## config.mk

```make
export PLATFORM = sky130hd
export DESIGN_NAME = sxie_ram
export DESIGN_NICKNAME = d
export VERILOG_FILES = /design/src/rtl/core/sxie_ram.sv
export SDC_FILE = /design/constraint.sdc
export NUM_CORES = 2
export LEC_CHECK = 0
export ABC_AREA = 1
export BUFFER_PORTS_ARGS = -buffer_cell sky130_fd_sc_hd__buf_2
export CAP_MARGIN = 0
export CORE_UTILIZATION = 63
export DETAILED_ROUTE_END_ITERATION = 12
export HOLD_SLACK_MARGIN = 0.08
export PLACE_DENSITY_LB_ADDON = 0.3
export SYNTH_ARGS = -nofsm -noshare
export SYNTH_HDL_FRONTEND = slang
export SYNTH_SLANG_ARGS = --single-unit
```

## constraint.sdc

```tcl
create_clock -name clk -period 1.97 [get_ports clk]
set_clock_uncertainty 0.2 [all_clocks]
set_input_delay 0.0985 -clock clk [delete_from_list [all_inputs] [get_ports clk]]
set_output_delay 0.0985 -clock clk [all_outputs]
set_load 0.02 [all_outputs]
```

## src/rtl/core/sxie_ram.sv

```systemverilog
// Generic simple dual-port RAM with one write port and a registered read port.
module sxie_ram #(
	parameter int WIDTH = 8,
	parameter int DEPTH = 256,
	localparam int AW = (DEPTH > 1) ? $clog2(DEPTH) : 1
) (
	input  logic             clk,
	input  logic             we,
	input  logic [AW-1:0]    waddr,
	input  logic [WIDTH-1:0] wdata,
	input  logic             re,
	input  logic [AW-1:0]    raddr,
	output logic [WIDTH-1:0] rdata
);

	logic [WIDTH-1:0] mem [DEPTH];

	always_ff @(posedge clk) begin
		if (we) begin
			mem[waddr] <= wdata;
		end
		if (re) begin
			rdata <= mem[raddr];
		end
	end

endmodule

```

==> metrics <==
global-route wire length before repair=341800 um; post-route ant nets=0; unrepaired setup endpoints after global routing=true; 1st-pass router iterations=7; Syn Area/Cell=~12 sq um; Worst Hold Class=primary input to flip-flop; final wirelength=229900 um; final setup vio count=13; CP max FO=1; cell count after placement=8984; Clock Sinks=around 2100; clk_lat worst skew=840 ps; Initial Util=between 60% and 70%; max-cap violation count=0; flip-flop and latch count after synthesis=approximately 2000; setup ws final=-62.66 ps; Ys Warns=0; Synth area leaders=edfxtp_1, nand3_1, nand2_1, buf_2, nor2_1; Port Buf Inserts=34; crit start category=flip-flop; most frequent cells in the layout=nand2_1, edfxtp_1, nand3_1; Critical Path Slowest Stage Cell=edfxtp_1; CP Data Required Time=2350 ps; outcome=finished with violations; DIE AREA=134000 sq um; initial detailed-routing violation count=~8900; # fillers=7999; Yosys top cell area share=73.96%; minimum clock period=2033 ps; Net Count, Synth=7030; Num CTS Buffers=196; CP cell instances=nand2_1 > nand3_1 > nand3_1 > nand3_1 > nand3_1 > nand3_2 > nand3_2 > nand2_1 > nand2_1 > nand2_1; Mapped Cells=7003; total chip power=90.98 mW; Met2 Routed Length=107000 um; row cnt=133; routed len/inst=24.47 um; total number of vias=58727; vias per inst=6.252; TritonCTS clock tree=built; CP peak stage delay=370 ps; CP Capture Type=flip-flop; maximum clock frequency=about 0.49 GHz; failing checks=negative setup slack; crit path DAT=2410 ps; Leak=around 35 nW; initial antenna violation count=12; Final Hold Violating Endpoints=0; IO Pins=35; setup TNS=-205.9 ps; GRT Residual Overflow=0; synth unique cells=13; WS Path Type=flip-flop to flip-flop; routability cong.=0.9604; highest routed layer=met5; Worst R2R Path Depth=10; clock-pin slew on the worst setup and hold paths=60 ps; largest net degree at the start of global routing=~110; DP Worst Slack=-570.5 ps; fraction of layout cells with a size suffix above 1=14.32%; sequential fraction of the synthesis area=approximately three quarters; mapped cell area=83480 sq um; Slew Viols, Final=0; final routed DRC violation total=0; Die W=approximately 370 um; Met3 Wirelength=29080 um; Area Growth Syn to Fin=17.04%; clock buffer depth=3; root buf cell=clkbuf_16; Die H=366.0 um; gr usage total=34.09%; Non-Filler Instances=9393; Core Region=131500 sq um; CTS HTree Levels=4; Hold Path Depth=7; vias in the first global route=56842; Metal-1 WL=around 80000 um; power per cell area=a little over 900 nW/um^2; slew at the pin closest to its max-slew limit=between 900 and 1000 ps; worst vdd ir=~0.92 mV; fin crit share=103.2%; most common cell after layout, fill and taps aside=nand2_1; HPWL after DPL=approximately 140000 um; Synth area leader=edfxtp_1; nets=7505; max_slew headroom=39.25%
[timing repair]
| action | 4_1_cts | 5_1_grt |
|---|---|---|
| buffers inserted | 0 | 2 |
| hold buffers | 50 | 2 |
| setup endpoints to repair | 8 | 295 |
| hold endpoints to repair | 3752 | 28 |
| resized for setup | 39 | 90 |
| pin swaps | 0 | 3 |
| gates cloned | 0 | 1 |
[cell type report]
type	count	area, sq um	share of cell area (%)
multi-input cells	4425	19680	20.14
clock inverters	101	900.9	0.9221
repair buffers	760	7814	7.998
diodes	4	10.01	0.01025
clock buffers	253	5182	5.304
flip-flops and latches	2056	61740	63.19
inverters	39	180.2	0.1844
well taps	1755	2196	2.248
[worst max-delay path, delay by kind of cell, from the launching register on]
kind / cells / cell delay (ps)
simple gates: 10 / 1200
flops: 1 / 370
[power by group]
part	switching (mW)	internal (mW)	total, mW	leakage (nW)
registers	0.0517	48.2	48.3	18.5
logic	4.49	2.02	6.50	13.9
clock network	15.9	20.3	36.2	2.97
total	20.4	70.6	91.0	35.3
[cell families (layout without fill, tap and decap cells)]
group | after synthesis | count (layout) | share of synthesized area, %
buffers and inverters | 522 | 1153 | 3.116
DFF | 2056 | 2056 | 73.96
other | 0 | 4 | 0
and+or+nand+nor | 4425 | 4425 | 22.92
[sequential cells by signal, indices dropped and copies added, names as in the netlist]
register,flops
mem,2048
rdata,8
[cell usage after synthesis]
| cell | number |
|---|---|
| clkbuf_1 | 112 |
| edfxtp_1 | 2056 |
| nand3_1 | 2019 |
| buf_1 | 40 |
| nand2_1 | 2123 |
| buf_2 | 268 |
| nor2_1 | 283 |
| buf_8 | 1 |
| buf_6 | 16 |
| inv_1 | 36 |
| inv_2 | 2 |
| buf_4 | 46 |
| inv_4 | 1 |
[layer usage]
layer  vias up  GRT usage [%]
met5         -              0
met4        14          18.16
met3       755          7.836
met2      4218          52.92
met1     27925          45.27
li1      25815              -
[worst paths after layout]
path	startpoint	endpoint	slack (ps)
setup / recovery	mem[57][3]	rdata[3]	-60
hold / removal	waddr[1]	mem[193][7]	60
setup reg to reg	mem[57][3]	rdata[3]	-60
hold reg to reg	mem[232][4]	rdata[4]	910
[metrics by stage]
step / area (sq um) / hold slack (ps) / utilization (%)
after detailed placement: 90480 / 161.8 / 68.82
after global routing: 97690 / 98.11 / 74.31
final: 97700 / 63.30 / 74.32
after floorplan: 83480 / -2.631 / -
after CTS: 97280 / 99.32 / 74.00
after global placement: 90480 / 167.3 / 68.82
No activity file was read; power rests on OpenSTA's default activity.
